==> src/design/irc_strip_pkg.sv <==
// Package for the IRC formatting-code stripper: strip modes, result beat type,
// code constants and character-class helpers. No dependencies.
package irc_strip_pkg;

  localparam int unsigned LenWidth   = 12;
  localparam int unsigned ByteWidth  = 8;
  localparam int unsigned HexMax     = 6;
  localparam int unsigned QueueDepth = 4;

  localparam logic [LenWidth-1:0]  MaxOutLenReset = 12'd487;
  localparam logic [ByteWidth-1:0] CodeColour     = 8'h03;
  localparam logic [ByteWidth-1:0] CodeHexColour  = 8'h04;
  localparam logic [ByteWidth-1:0] FirstPrint     = 8'h20;
  localparam logic [ByteWidth-1:0] CharComma      = 8'h2C;

  typedef enum logic [2:0] {
    MODE_NORMAL,
    MODE_FG_FIRST,
    MODE_FG_SECOND,
    MODE_AFTER_FG,
    MODE_COMMA_HELD,
    MODE_BG_SECOND,
    MODE_HEX
  } strip_mode_t;

  typedef struct packed {
    logic [ByteWidth-1:0] data;
    logic                 has_byte;
    logic                 last;
  } result_t;

  function automatic logic is_dec(input logic [ByteWidth-1:0] c);
    return (c >= 8'h30) && (c <= 8'h39);
  endfunction

  function automatic logic is_hex(input logic [ByteWidth-1:0] c);
    logic [ByteWidth-1:0] l;
    l = c | 8'h20;
    return is_dec(c) || ((l >= 8'h61) && (l <= 8'h66));
  endfunction

endpackage

==> src/design/irc_format_code_stripper_core.sv <==
// Top level of the IRC formatting-code stripper: input register, strip-mode
// machine and a small result queue. Depends on irc_strip_pkg.

// One raw chat-line byte enters per beat, in_last on the final byte. Color
// codes (0x03 with up to two foreground digits and an optional ",bg" pair),
// hex color codes (0x04 with up to six hex digits) and every other control
// byte below 0x20 are removed; printable bytes pass through until max_out_len
// bytes have been emitted on the line. Each line ends with exactly one result
// beat carrying out_last; if the final byte leaves nothing to keep, that beat
// is an empty marker with has_byte low. Rate: one input byte per clock while
// the queue has room for two beats. A byte is held in the input register,
// where the mode machine decodes it, and is then written into a four-entry
// result queue from which the output is read. A comma held after a color
// foreground and released by a following non-digit yields two result beats
// for one input byte; the queue absorbs that while the output drains one beat
// per cycle while out_ready is high. The input register hands its byte on
// only while the queue has room for two beats. max_out_len resets to 487; the user
// must write it through cfg_we/cfg_wdata only while idle; the block does not enforce this.
module irc_format_code_stripper_core
  import irc_strip_pkg::*;
(
  input  logic                 clk,
  input  logic                 rst,
  // configuration
  input  logic                 cfg_we,
  input  logic [LenWidth-1:0]  cfg_wdata,
  // input channel
  input  logic                 in_valid,
  output logic                 in_ready,
  input  logic [ByteWidth-1:0] in_byte,
  input  logic                 in_last,
  // result channel
  output logic                 out_valid,
  input  logic                 out_ready,
  output logic [ByteWidth-1:0] out_byte,
  output logic                 has_byte,
  output logic                 out_last
);

  localparam int unsigned PtrWidth = $clog2(QueueDepth);
  localparam int unsigned CntWidth = $clog2(QueueDepth + 1);

  // configuration register
  logic [LenWidth-1:0] max_out_len;

  // input register
  logic                 inq_valid;
  logic [ByteWidth-1:0] inq_byte;
  logic                 inq_last;

  // mode machine state
  strip_mode_t          mode, mode_next;
  logic [2:0]           hex_cnt, hex_cnt_next;
  logic [LenWidth-1:0]  emitted_count, emitted_count_next;

  // decode of the current byte
  logic                 comma_release;
  logic                 plain_path;
  logic                 emit_comma_first;
  logic                 emit_byte;
  logic                 emit_comma_end;
  logic [LenWidth-1:0]  cnt1;
  logic [LenWidth-1:0]  cnt2;
  strip_mode_t          plain_mode;

  // results of one byte
  result_t              res0, res1;
  logic [1:0]           res_num;

  // result queue
  result_t              queue [QueueDepth];
  logic [PtrWidth-1:0]  wr_ptr, rd_ptr;
  logic [CntWidth-1:0]  q_count;
  logic                 proc_fire;
  logic                 out_fire;

  // Advance the byte out of the input register only when the queue can take
  // the worst case of two beats.
  assign proc_fire = inq_valid && (q_count <= CntWidth'(QueueDepth - 2));
  assign in_ready  = !inq_valid || proc_fire;
  assign out_valid = (q_count != '0);
  assign out_fire  = out_valid && out_ready;

  always_ff @(posedge clk) begin
    if (rst) begin
      max_out_len <= MaxOutLenReset;
    end else if (cfg_we) begin
      max_out_len <= cfg_wdata;
    end
  end

  always_ff @(posedge clk) begin
    if (rst) begin
      inq_valid <= 1'b0;
    end else if (in_ready) begin
      inq_valid <= in_valid;
    end
  end

  always_ff @(posedge clk) begin
    if (in_valid && in_ready) begin
      inq_byte <= in_byte;
      inq_last <= in_last;
    end
  end

  // Where a byte falls back to plain text handling, it lands in this mode.
  always_comb begin
    if (inq_byte == CodeColour) begin
      plain_mode = MODE_FG_FIRST;
    end else if (inq_byte == CodeHexColour) begin
      plain_mode = MODE_HEX;
    end else begin
      plain_mode = MODE_NORMAL;
    end
  end

  // Next state of the mode machine. The line end returns everything to the
  // reset state, abandoning any open code.
  always_comb begin
    mode_next          = mode;
    hex_cnt_next       = hex_cnt;
    plain_path         = 1'b0;
    comma_release      = 1'b0;
    case (mode)
      MODE_FG_FIRST: begin
        if (is_dec(inq_byte)) mode_next = MODE_FG_SECOND;
        else                  plain_path = 1'b1;
      end
      MODE_FG_SECOND: begin
        if (is_dec(inq_byte))             mode_next = MODE_AFTER_FG;
        else if (inq_byte == CharComma)   mode_next = MODE_COMMA_HELD;
        else                              plain_path = 1'b1;
      end
      MODE_AFTER_FG: begin
        if (inq_byte == CharComma) mode_next = MODE_COMMA_HELD;
        else                       plain_path = 1'b1;
      end
      MODE_COMMA_HELD: begin
        if (is_dec(inq_byte)) begin
          mode_next = MODE_BG_SECOND;
        end else begin
          comma_release = 1'b1;
          plain_path    = 1'b1;
        end
      end
      MODE_BG_SECOND: begin
        if (is_dec(inq_byte)) mode_next = MODE_NORMAL;
        else                  plain_path = 1'b1;
      end
      MODE_HEX: begin
        if ((hex_cnt < 3'(HexMax)) && is_hex(inq_byte)) begin
          if (hex_cnt == 3'(HexMax - 1)) begin
            mode_next    = MODE_NORMAL;
            hex_cnt_next = '0;
          end else begin
            hex_cnt_next = hex_cnt + 3'd1;
          end
        end else begin
          hex_cnt_next = '0;
          plain_path   = 1'b1;
        end
      end
      default: begin
        plain_path = 1'b1;
      end
    endcase
    if (plain_path) begin
      mode_next = plain_mode;
      if (inq_byte == CodeHexColour) hex_cnt_next = '0;
    end
  end

  // Emission decisions against the line limit, then the result beats.
  always_comb begin
    emit_comma_first = comma_release && (emitted_count < max_out_len);
    cnt1             = emitted_count + LenWidth'(emit_comma_first);
    emit_byte        = plain_path && (inq_byte >= FirstPrint) && (cnt1 < max_out_len);
    cnt2             = cnt1 + LenWidth'(emit_byte);
    // a comma still held at line end goes out as text
    emit_comma_end   = inq_last && (mode_next == MODE_COMMA_HELD) && (cnt2 < max_out_len);
    emitted_count_next = cnt2;
  end

  always_comb begin
    res0    = '0;
    res1    = '0;
    res_num = 2'd0;
    if (emit_comma_first) begin
      res0.data     = CharComma;
      res0.has_byte = 1'b1;
      res_num       = 2'd1;
      if (emit_byte) begin
        res1.data     = inq_byte;
        res1.has_byte = 1'b1;
        res1.last     = inq_last;
        res_num       = 2'd2;
      end else begin
        res0.last = inq_last;
      end
    end else if (emit_byte) begin
      res0.data     = inq_byte;
      res0.has_byte = 1'b1;
      res0.last     = inq_last;
      res_num       = 2'd1;
    end else if (emit_comma_end) begin
      res0.data     = CharComma;
      res0.has_byte = 1'b1;
      res0.last     = 1'b1;
      res_num       = 2'd1;
    end else if (inq_last) begin
      // empty end marker
      res0.last = 1'b1;
      res_num   = 2'd1;
    end
  end

  always_ff @(posedge clk) begin
    if (rst) begin
      mode          <= MODE_NORMAL;
      hex_cnt       <= '0;
      emitted_count <= '0;
    end else if (proc_fire) begin
      if (inq_last) begin
        mode          <= MODE_NORMAL;
        hex_cnt       <= '0;
        emitted_count <= '0;
      end else begin
        mode          <= mode_next;
        hex_cnt       <= hex_cnt_next;
        emitted_count <= emitted_count_next;
      end
    end
  end

  // Result queue: push zero, one or two beats, pop one.
  always_ff @(posedge clk) begin
    if (proc_fire && (res_num != 2'd0)) begin
      queue[wr_ptr] <= res0;
    end
    if (proc_fire && (res_num == 2'd2)) begin
      queue[wr_ptr + PtrWidth'(1)] <= res1;
    end
  end

  always_ff @(posedge clk) begin
    if (rst) begin
      wr_ptr  <= '0;
      rd_ptr  <= '0;
      q_count <= '0;
    end else begin
      if (proc_fire) begin
        wr_ptr <= wr_ptr + PtrWidth'(res_num);
      end
      if (out_fire) begin
        rd_ptr <= rd_ptr + PtrWidth'(1);
      end
      q_count <= q_count + (proc_fire ? CntWidth'(res_num) : '0)
                         - CntWidth'(out_fire);
    end
  end

  assign out_byte = queue[rd_ptr].data;
  assign has_byte = queue[rd_ptr].has_byte;
  assign out_last = queue[rd_ptr].last;

  // Checks
  a_queue_bound: assert property (@(posedge clk) disable iff (rst)
    q_count <= CntWidth'(QueueDepth))
    else $error("result queue overflow");

  a_marker_is_last: assert property (@(posedge clk) disable iff (rst)
    (out_valid && !has_byte) |-> out_last)
    else $error("empty result beat without line end");

  a_line_end_clears: assert property (@(posedge clk) disable iff (rst)
    (proc_fire && inq_last) |=> ((mode == MODE_NORMAL) && (emitted_count == '0)
                                 && (hex_cnt == '0)))
    else $error("state not cleared after line end");

  a_hex_bound: assert property (@(posedge clk) disable iff (rst)
    hex_cnt < 3'(HexMax))
    else $error("hex digit count out of range");

  a_two_beats_only_on_release: assert property (@(posedge clk) disable iff (rst)
    (proc_fire && (res_num == 2'd2)) |-> (mode == MODE_COMMA_HELD))
    else $error("two result beats outside comma release");

endmodule
==> config.mk <==
export PLATFORM = sky130hd
export DESIGN_NAME = irc_format_code_stripper_core
export DESIGN_NICKNAME = d
export VERILOG_FILES = /design/src/design/irc_strip_pkg.sv /design/src/design/irc_format_code_stripper_core.sv
export SDC_FILE = /design/constraint.sdc
export NUM_CORES = 1
export LEC_CHECK = 0
export ABC_AREA = 0
export BUFFER_PORTS_ARGS = -buffer_cell sky130_fd_sc_hd__buf_2
export CAP_MARGIN = 30
export CORE_MARGIN = 5
export CORE_UTILIZATION = 55
export DETAILED_ROUTE_END_ITERATION = 6
export GPL_ROUTABILITY_DRIVEN = 0
export PLACE_DENSITY_LB_ADDON = 0.05
export RECOVER_POWER = 100
export REMOVE_ABC_BUFFERS = 1
export SLEW_MARGIN = 20
export SYNTH_ARGS = -nofsm -noshare
export SYNTH_HDL_FRONTEND = slang
export SYNTH_SLANG_ARGS = --single-unit
==> constraint.sdc <==
create_clock -name clk -period 6.3 [get_ports clk]
set_clock_uncertainty 0.05 [all_clocks]
set_input_delay 0.945 -clock clk [delete_from_list [all_inputs] [get_ports clk]]
set_output_delay 0.945 -clock clk [all_outputs]
set_load 0.005 [all_outputs]
==> results of run 1 <==
==> per-stage QoR <==
stage,TNS (ns),power (W)
after floorplan,-13.81,0.000895
after global placement,-7.27,0.00101
after detailed placement,-9.10,0.00102
after CTS,0,0.00139
after global routing,-4.23,0.00146
final,-0.394,0.00138
==> kinds of logic (layout without fill, tap and decap cells) <==
group           after synthesis  count (layout)  share of synthesized area (%)
simple gates                181             181                           17.8
compound gates              109             109                           14.7
flops                        89              89                           43.1
buf+inv                      57             178                           4.41
fa+ha+maj                    42              42                           10.1
xor+xnor                     27              27                           4.48
mux                          16              16                           5.41
==> critical path: cells and delay by family, from the launching register on <==
family	cells	cell delay (ns)
buf+inv	7	0.82
compound gates	9	1.60
flops	1	0.34
simple gates	9	1.75
fa+ha+maj	5	1.11
xor+xnor	2	0.38
==> state kept, by name, indices dropped and copies added (netlist names), named ones only <==
signal	cells
inq_valid	1
wr_ptr	2
max_out_len	12
inq_last	1
rd_ptr	2
q_count	3
inq_byte	8
emitted_count	12
queue	40
hex_cnt	3
mode	3
==> layer usage <==
metal	vias up	share of wire (%)
met3	25	6.6
met5	-	0
met2	205	47
met1	2136	44
li1	2146	-
met4	0	1.8
==> worst paths after layout <==
check	startpoint	slack, ns	endpoint	cells past startpoint
worst min register to register	max_out_len[3]	0.45	max_out_len[3]	2
worst max register to register	max_out_len[9]	-0.04	queue[1][7]	32
worst min-delay path	max_out_len[3]	0.45	max_out_len[3]	2
worst max-delay path	max_out_len[9]	-0.04	queue[1][7]	32
==> cell usage after synthesis, types with 14 or more instances <==
| cell type | number | area, sq um |
|---|---|---|
| edfxtp_1 | 49 | 1470 |
| ha_1 | 41 | 513 |
| nor2_1 | 41 | 154 |
| dfxtp_1 | 40 | 801 |
| nand2_1 | 40 | 150 |
| inv_1 | 33 | 124 |
| and2_1 | 24 | 150 |
| a21oi_1 | 22 | 110 |
| nand3_1 | 17 | 85.1 |
| clkbuf_1 | 16 | 60.1 |
| xnor2_1 | 16 | 140 |
| nor3_1 | 15 | 75.1 |
| o22ai_1 | 14 | 87.6 |
==> layout make-up <==
type | instances | area (sq um) | area share (%)
Sequential cell | 89 | 2280 | 34.2
Multi-Input combinational cell | 375 | 3060 | 45.8
Clock inverter | 6 | 50.0 | 0.750
Timing Repair Buffer | 128 | 865 | 13.0
Clock buffer | 10 | 128 | 1.91
Tap cell | 129 | 161 | 2.42
Inverter | 34 | 130 | 1.95
==> where the power goes <==
| group | total (W) | internal, W | leakage, nW | switching [W] |
|---|---|---|---|---|
| clock | 0.000366 | 0.000149 | 0.0839 | 0.000218 |
| sequential | 0.000699 | 0.000659 | 0.777 | 0.0000407 |
| combinational | 0.000318 | 0.000160 | 1.85 | 0.000159 |
| total | 0.00138 | 0.000967 | 2.71 | 0.000417 |
==> what timing repair did <==
item                       CTS  global route
resized for setup           30            38
cloned                       1             0
setup endpoints to repair   16            16
pin swaps                   22            23
buffers inserted             8            11
==> flow_summary_export.csv, run 1 <==
group,metric,value,unit
sta,fin_ws,-0.0422,ns
clock_network,htreeDepth,3,
layout,drive_above_1_share,32.1,%
yosys,yosys_warnings,0,
floorplanning,fp.dieH,108,um
floorplanning,initial_core_util,56.8,%
clock_network,path_clk_slew,0.09,ns
critical_path,path_max_fanout,8,
run_status,violations,"capacitance limit, slew limit, setup timing",
placed_design,portBuffers,37,
critical_path,slowest_stage,"or3_4",
clock_network,clkLatencyLatePin,0.36,ns
critical_path,crit_required,6.33,ns
clock_network,clockBufferDepth,2,
layout,layout_commonest_cell,"buf_4",
power_and_ir_drop,power_density,207,nW/um^2
grt,grt_overflow_total,0,
sta,fin_crit_sh,101,%
placed_design,place_ws,-0.649,ns
layout,nNetsFinal,705,
yosys,avgSynthCellArea,10.1,sq um
yosys,synth_edf_count,49,
detailed_routing,dr.pass1.iters,4,
layout,fillers,695,
grt,grt_pass1_vias,4476,
layout,final_util,71.9,%
sta,finalSetupViolCount,12,
worst_hold_path,hold_class,"reg2reg",
sta,worstMarginPinSlew,1.60,ns
critical_path,cpPeakStageDelay,0.48,ns
clock_network,hold_buffers,0,
floorplanning,die_area,11600,sq um
detailed_routing,num_vias,4512,
yosys,async_flop_share,0,%
layout,fin_area,6670,sq um
grt,grtUsageMet1,33.4,%
placed_design,hpwlAfterDp,9.28,mm
grt,grt.busiest_layer,"met2",
floorplanning,core-area,9280,sq um
grt,antenna_found_initial,0,
yosys,syn_area,5270,sq um
detailed_routing,drt_wl_total,13.4,mm
sta,max_freq,0.158,GHz
sta,hold_viol,0,
critical_path,start_kind,"flop",
sta,timing.hold.ws,0.455,ns
sta,rsz0062_at_grt,"true",
layout,syn2layout_area_growth,26.6,%
floorplanning,io_pins,38,
critical_path,worst-setup-path-type,"reg2reg",
clock_network,cts_made_buffers,9,
clock_network,cts_root_buf,"clkbuf_8",
power_and_ir_drop,p_leak,2.71,nW
yosys,syn-instance-count,521,
floorplanning,die_w,108,um
clock_network,cts_tree,"built",
critical_path,cp_common_cell,"ha_4",
sta,slew-limit-headroom,-6.66,%
grt,grt_util_met3,2.82,%
detailed_routing,drc_errors,0,
layout,antenna_cells,0,
critical_path,arrival,6.37,ns
clock_network,cts_num_sinks,89,
grt,grtUsageMet2,37.1,%
layout,stdcell_count,771,
yosys,ys_seq_area_share,43.1,%
yosys,synth_seq_cells,89,
power_and_ir_drop,vdd_ir_drop_max,0.162,mV
yosys,yosysUniqueCellTypes,61,
placed_design,dp.cells,737,
layout,layout_common_cells,"buf_4, edfxtp_1, nor2_1",
sta,period_needed,6.34,ns
grt,grtUsageTotal,23.5,%
detailed_routing,wire_per_inst,17.4,um
yosys,synth_ff_type,"edfxtp_1",
placed_design,placed_area,6070,sq um
job,max_cap_violations,1,
sta,slew_violations,32,
detailed_routing,routed_via_density,5.85,
grt,grt_pass1_wl,21.5,mm
floorplanning,rows,35,
run_status,status,"finished, violations left",
detailed_routing,ant_nets,0,
detailed_routing,drt_iter0_drc,332,
critical_path,cp-end-kind,"flop",
grt,grt_max_degree,32,
No activity file was read; power rests on OpenSTA's default activity.
==> run 2: changes to the inputs <==
- CORE_MARGIN: 5 -> 2
- CORE_UTILIZATION: 55 -> 60
- clock period: 6.3 -> 6 ns (I/O delays scaled with it)
==> run 2 against run 1 <==
  * The run still ends with capacitance limit, slew limit, setup timing left
  * Largest power group unchanged
  * Largest cell class unchanged
  * Via count is 7.8% higher
  * Clock power is 8.2% higher
  * Non-clock buffer count is 34 higher
  * Critical path type unchanged
==> flow_summary_export.csv, run 2 (synthesis results as in run 1) <==
group,metric,value,unit
run_status,status,"finished, violations left",
run_status,violations,"capacitance limit, slew limit, setup timing",
sta,period_needed,6.67,ns
critical_path,arrival,6.83,ns
critical_path,path_max_fanout,12,
floorplanning,rows,34,
job,max_cap_violations,1,
clock_network,htreeDepth,3,
critical_path,worst-setup-path-type,"reg2reg",
detailed_routing,ant_nets,0,
floorplanning,die_w,97.7,um
critical_path,cp_common_cell,"ha_4",
sta,rsz0062_at_grt,"true",
layout,syn2layout_area_growth,33.9,%
clock_network,cts_num_sinks,89,
floorplanning,die_area,9550,sq um
floorplanning,initial_core_util,61.1,%
placed_design,place_ws,-1.01,ns
detailed_routing,drc_errors,0,
detailed_routing,drt_wl_total,15.4,mm
sta,finalSetupViolCount,17,
placed_design,hpwlAfterDp,9.51,mm
sta,max_freq,0.150,GHz
layout,top_regs,"queue x40, emitted_count x12, max_out_len x12",
sta,fin_crit_sh,111,%
layout,nNetsFinal,739,
sta,fin_ws,-0.670,ns
layout,fillers,500,
detailed_routing,wire_per_inst,19.6,um
clock_network,cts_root_buf,"clkbuf_8",
power_and_ir_drop,vdd_ir_drop_max,0.158,mV
layout,largest_reg_flops,40,
clock_network,cts_tree,"built",
clock_network,cts_made_buffers,9,
sta,worstMarginPinSlew,1.57,ns
grt,grtUsageTotal,31.9,%
critical_path,r2r_setup_slack,-0.67,ns
detailed_routing,drt_iter0_drc,323,
layout,layout_commonest_cell,"buf_4",
critical_path,cpPeakStageDelay,0.47,ns
layout,largest-register,"queue",
layout,multi_input_area,3200,sq um
clock_network,clkLatencyLatePin,0.37,ns
floorplanning,fp.dieH,97.7,um
critical_path,start_kind,"flop",
grt,grt_overflow_total,0,
clock_network,clockBufferDepth,2,
detailed_routing,routed_via_density,6.20,
power_and_ir_drop,power_density,213,nW/um^2
clock_network,hold_buffers,0,
layout,antenna_cells,0,
detailed_routing,dr.pass1.iters,5,
grt,antenna_found_initial,0,
layout,register_area,2280,sq um
worst_hold_path,hold_class,"reg2reg",
layout,layout_common_cells,"buf_4, edfxtp_1, nand2_1",
floorplanning,core-area,8640,sq um
critical_path,cp-end-kind,"flop",
power_and_ir_drop,finalPower,0.00150,W
floorplanning,io_pins,38,
clock_network,path_clk_slew,0.10,ns
layout,drive_above_1_share,38.9,%
sta,hold_viol,0,
critical_path,crit_required,6.16,ns
critical_path,slowest_stage,"or3_4",
power_and_ir_drop,p_leak,2.96,nW
sta,slew-limit-headroom,-4.71,%
sta,slew_violations,32,
detailed_routing,num_vias,4863,
grt,grt_max_degree,32,
grt,grt_pass1_vias,4903,
grt,grt_pass1_wl,24.2,mm
placed_design,portBuffers,37,
==> run 2: worst max-delay path, delay by kind of cell, from the launching register on <==
kind            cells  cell delay [ns]
compound gates      8             1.63
fa+ha+maj           6             1.32
simple gates       12             2.16
buf+inv             5             0.55
xor+xnor            2             0.42
flops               1             0.36
==> run 2: power by group <==
group          internal, W  switching, W  total [W]
clock network     0.000155      0.000241   0.000396
registers         0.000692     0.0000439   0.000736
logic             0.000192      0.000180   0.000372
==> run 2: timing repair <==
| action | in CTS | in global routing |
|---|---|---|
| setup buffers | 34 | 10 |
| cloned | 1 | 0 |
| resized for setup | 53 | 44 |
| endpoints found under the setup margin | 16 | 19 |
| pin swaps | 35 | 46 |
==> run 2: stage by stage <==
step                utilization (%)  hold WS [ns]  instances  TNS [ns]  area (sq um)
CTS                            79.6         0.444        781     -2.36          6880
detailed placement             71.3         0.434        730    -14.14          6150
finish                         81.8         0.458        784     -9.96          7060
global route                   81.8         0.486        784    -13.21          7060
global placement               71.3         0.424        730    -10.09          6150
floorplan                         -         0.390        498    -18.61          5170
==> run 2: layout make-up <==
class / count / share of cell area (%)
clock buffers: 10 / 1.81
inverters: 34 / 1.84
repair buffers: 162 / 16.2
clock inverters: 6 / 0.709
multi-input cells: 375 / 45.3
well taps: 108 / 1.91
flip-flops and latches: 89 / 32.3
==> run 2: per-layer routing <==
layer | up-vias | track usage [%] | part of all wire [%]
met5 | - | 0 | 0
met4 | 0 | 12.0 | 3.8
met3 | 61 | 6.08 | 7.1
met2 | 246 | 52.1 | 48
met1 | 2336 | 42.7 | 41
li1 | 2220 | - | -
==> run 2: worst paths after layout <==
| check | from | endpoint | cells past startpoint |
|---|---|---|---|
| max | max_out_len[4] | queue[2][5] | 33 |
| min | max_out_len[10] | max_out_len[10] | 2 |
| max reg2reg | max_out_len[4] | queue[2][5] | 33 |
| min reg2reg | max_out_len[10] | max_out_len[10] | 2 |
==> run 3: changes to the inputs <==
- RECOVER_POWER: 100 -> default
==> run 3 against run 2 <==
  * Critical endpoint unchanged
  * The flow finishes with violations (setup timing)
  * Global-route usage did not move
  * Sequential cell count unchanged
  * Critical path type unchanged
  * Total power increased by 0.23%
  * Via count shrank 0.99%
==> flow_summary_export.csv, run 3 (synthesis results as in run 1) <==
group,metric,value,unit
run_status,status,"finished, violations left",
run_status,violations,"setup timing",
placed_design,hpwlAfterDp,9.51,mm
critical_path,arrival,6.81,ns
placed_design,place_ws,-1.01,ns
clock_network,clkLatencyLatePin,0.37,ns
power_and_ir_drop,p_leak,2.97,nW
power_and_ir_drop,power_density,213,nW/um^2
detailed_routing,num_vias,4815,
critical_path,crit_required,6.16,ns
worst_hold_path,hold_class,"reg2reg",
detailed_routing,dr.pass1.iters,6,
sta,period_needed,6.65,ns
placed_design,dp.cells,730,
grt,antenna_found_initial,0,
critical_path,cp-end-kind,"flop",
layout,stdcell_count,784,
critical_path,cp_common_cell,"ha_4",
worst_hold_path,hold_path_end,"max_out_len[10]",
critical_path,r2r_cells,33,
layout,fillers,497,
layout,largest_reg_flops,40,
clock_network,cts_root_buf,"clkbuf_8",
grt,grt_pass1_wl,24.2,mm
floorplanning,die_w,97.7,um
grt,grt_pass1_vias,4903,
layout,nNetsFinal,739,
clock_network,path_clk_slew,0.10,ns
sta,fin_ws,-0.653,ns
critical_path,slowest_stage,"or3_4",
critical_path,worst-setup-path-type,"reg2reg",
grt,grt_max_degree,32,
clock_network,cts_tree,"built",
detailed_routing,drc_errors,0,
critical_path,crit_family,"simple AND/OR/NAND/NOR gates",
sta,setup_tns,-9.78,ns
critical_path,cpPeakStageDelay,0.48,ns
layout,largest-register,"queue",
sta,finalSetupViolCount,16,
clock_network,clockBufferDepth,2,
detailed_routing,drt_wl_total,15.4,mm
job,max_cap_violations,0,
sta,slew_violations,0,
critical_path,rr_startpoint,"max_out_len[4]",
layout,drive_above_1_share,39.6,%
layout,layout_commonest_cell,"buf_4",
layout,syn2layout_area_growth,34.3,%
sta,slew-limit-headroom,35.4,%
detailed_routing,ant_nets,0,
critical_path,r2r_setup_slack,-0.65,ns
detailed_routing,wire_per_inst,19.6,um
sta,rsz0062_at_grt,"true",
clock_network,htreeDepth,3,
floorplanning,rows,34,
grt,grtUsageTotal,31.9,%
floorplanning,initial_core_util,61.1,%
placed_design,portBuffers,37,
clock_network,cts_num_sinks,89,
floorplanning,fp.dieH,97.7,um
worst_hold_path,min_path_cells,2,
sta,worstMarginPinSlew,0.967,ns
sta,timing.hold.ws,0.458,ns
layout,top_regs,"queue x40, emitted_count x12, max_out_len x12",
floorplanning,core-area,8640,sq um
sta,max_freq,0.150,GHz
detailed_routing,drt_iter0_drc,332,
clock_network,cts_made_buffers,9,
power_and_ir_drop,vdd_ir_drop_max,0.159,mV
sta,fin_crit_sh,111,%
floorplanning,io_pins,38,
layout,final_util,82.0,%
critical_path,critical_path_buf_inv_count,5,
critical_path,path_max_fanout,12,
floorplanning,die_area,9550,sq um
worst_hold_path,min_from,"max_out_len[10]",
layout,antenna_cells,0,
sta,hold_viol,0,
layout,layout_common_cells,"buf_4, edfxtp_1, nand2_1",
grt,grt_overflow_total,0,
detailed_routing,routed_via_density,6.14,
critical_path,start_kind,"flop",
critical_path,rr_endpoint,"queue[2][5]",
-- run 3: power breakdown --
group	switching, W	internal [W]
logic	0.000180	0.000195
registers	0.0000438	0.000692
clock network	0.000242	0.000155
total	0.000466	0.00104
-- run 3: final cells by class --
cell class / instances / area (sq um) / share of cell area, %
tap: 108 / 135 / 1.91
clock inverter: 6 / 50.0 / 0.707
clock buffer: 10 / 128 / 1.80
sequential: 89 / 2280 / 32.2
multi-input combinational: 375 / 3210 / 45.3
inverter: 34 / 130 / 1.84
timing repair buffer: 162 / 1150 / 16.3
-- run 3: worst max-delay path by stage --
stage / startpoint / endpoint / slack [ns] / cells after the start
finish: max_out_len[4] / queue[2][5] / -0.65 / 33
floorplan: max_out_len[9] / queue[0][4] / -1.19 / 30
global route: max_out_len[4] / queue[0][7] / -0.86 / 33
detailed placement: max_out_len[9] / queue[0][5] / -1.01 / 31
global placement: max_out_len[11] / queue[0][7] / -0.74 / 31
CTS: max_out_len[9] / queue[0][7] / -0.17 / 32
-- run 3: metal layers --
metal  vias up  track usage [%]  routed length [um]  share of wire [%]
li1       2220                -                   -                  -
met1      2283             42.7                6330                 41
met2       255             52.1                7290                 47
met3        57             6.08                1150                7.5
met4         0             12.0                 591                3.8
met5         -                0                   0                  0
-- run 3: timing repair --
action,CTS,global route
pin swaps,35,46
hold buffers,0,0
cloned,1,0
resized for setup,53,44
setup endpoints to repair,16,19
buffers inserted,34,10
-- run 3: through the flow --
stage	area [sq um]	total power, W
finish	7080	0.00151
global route	7080	0.00157
CTS	6880	0.00149
detailed placement	6150	0.00107
global placement	6150	0.00106
floorplan	5170	0.000939
-- run 3: worst reg2reg max path, delay by kind of cell, from the launching register on --
| kind | cells | cell delay [ns] |
|---|---|---|
| xor+xnor | 2 | 0.42 |
| buf+inv | 5 | 0.55 |
| flops | 1 | 0.36 |
| simple gates | 12 | 2.17 |
| compound gates | 8 | 1.62 |
| fa+ha+maj | 6 | 1.33 |
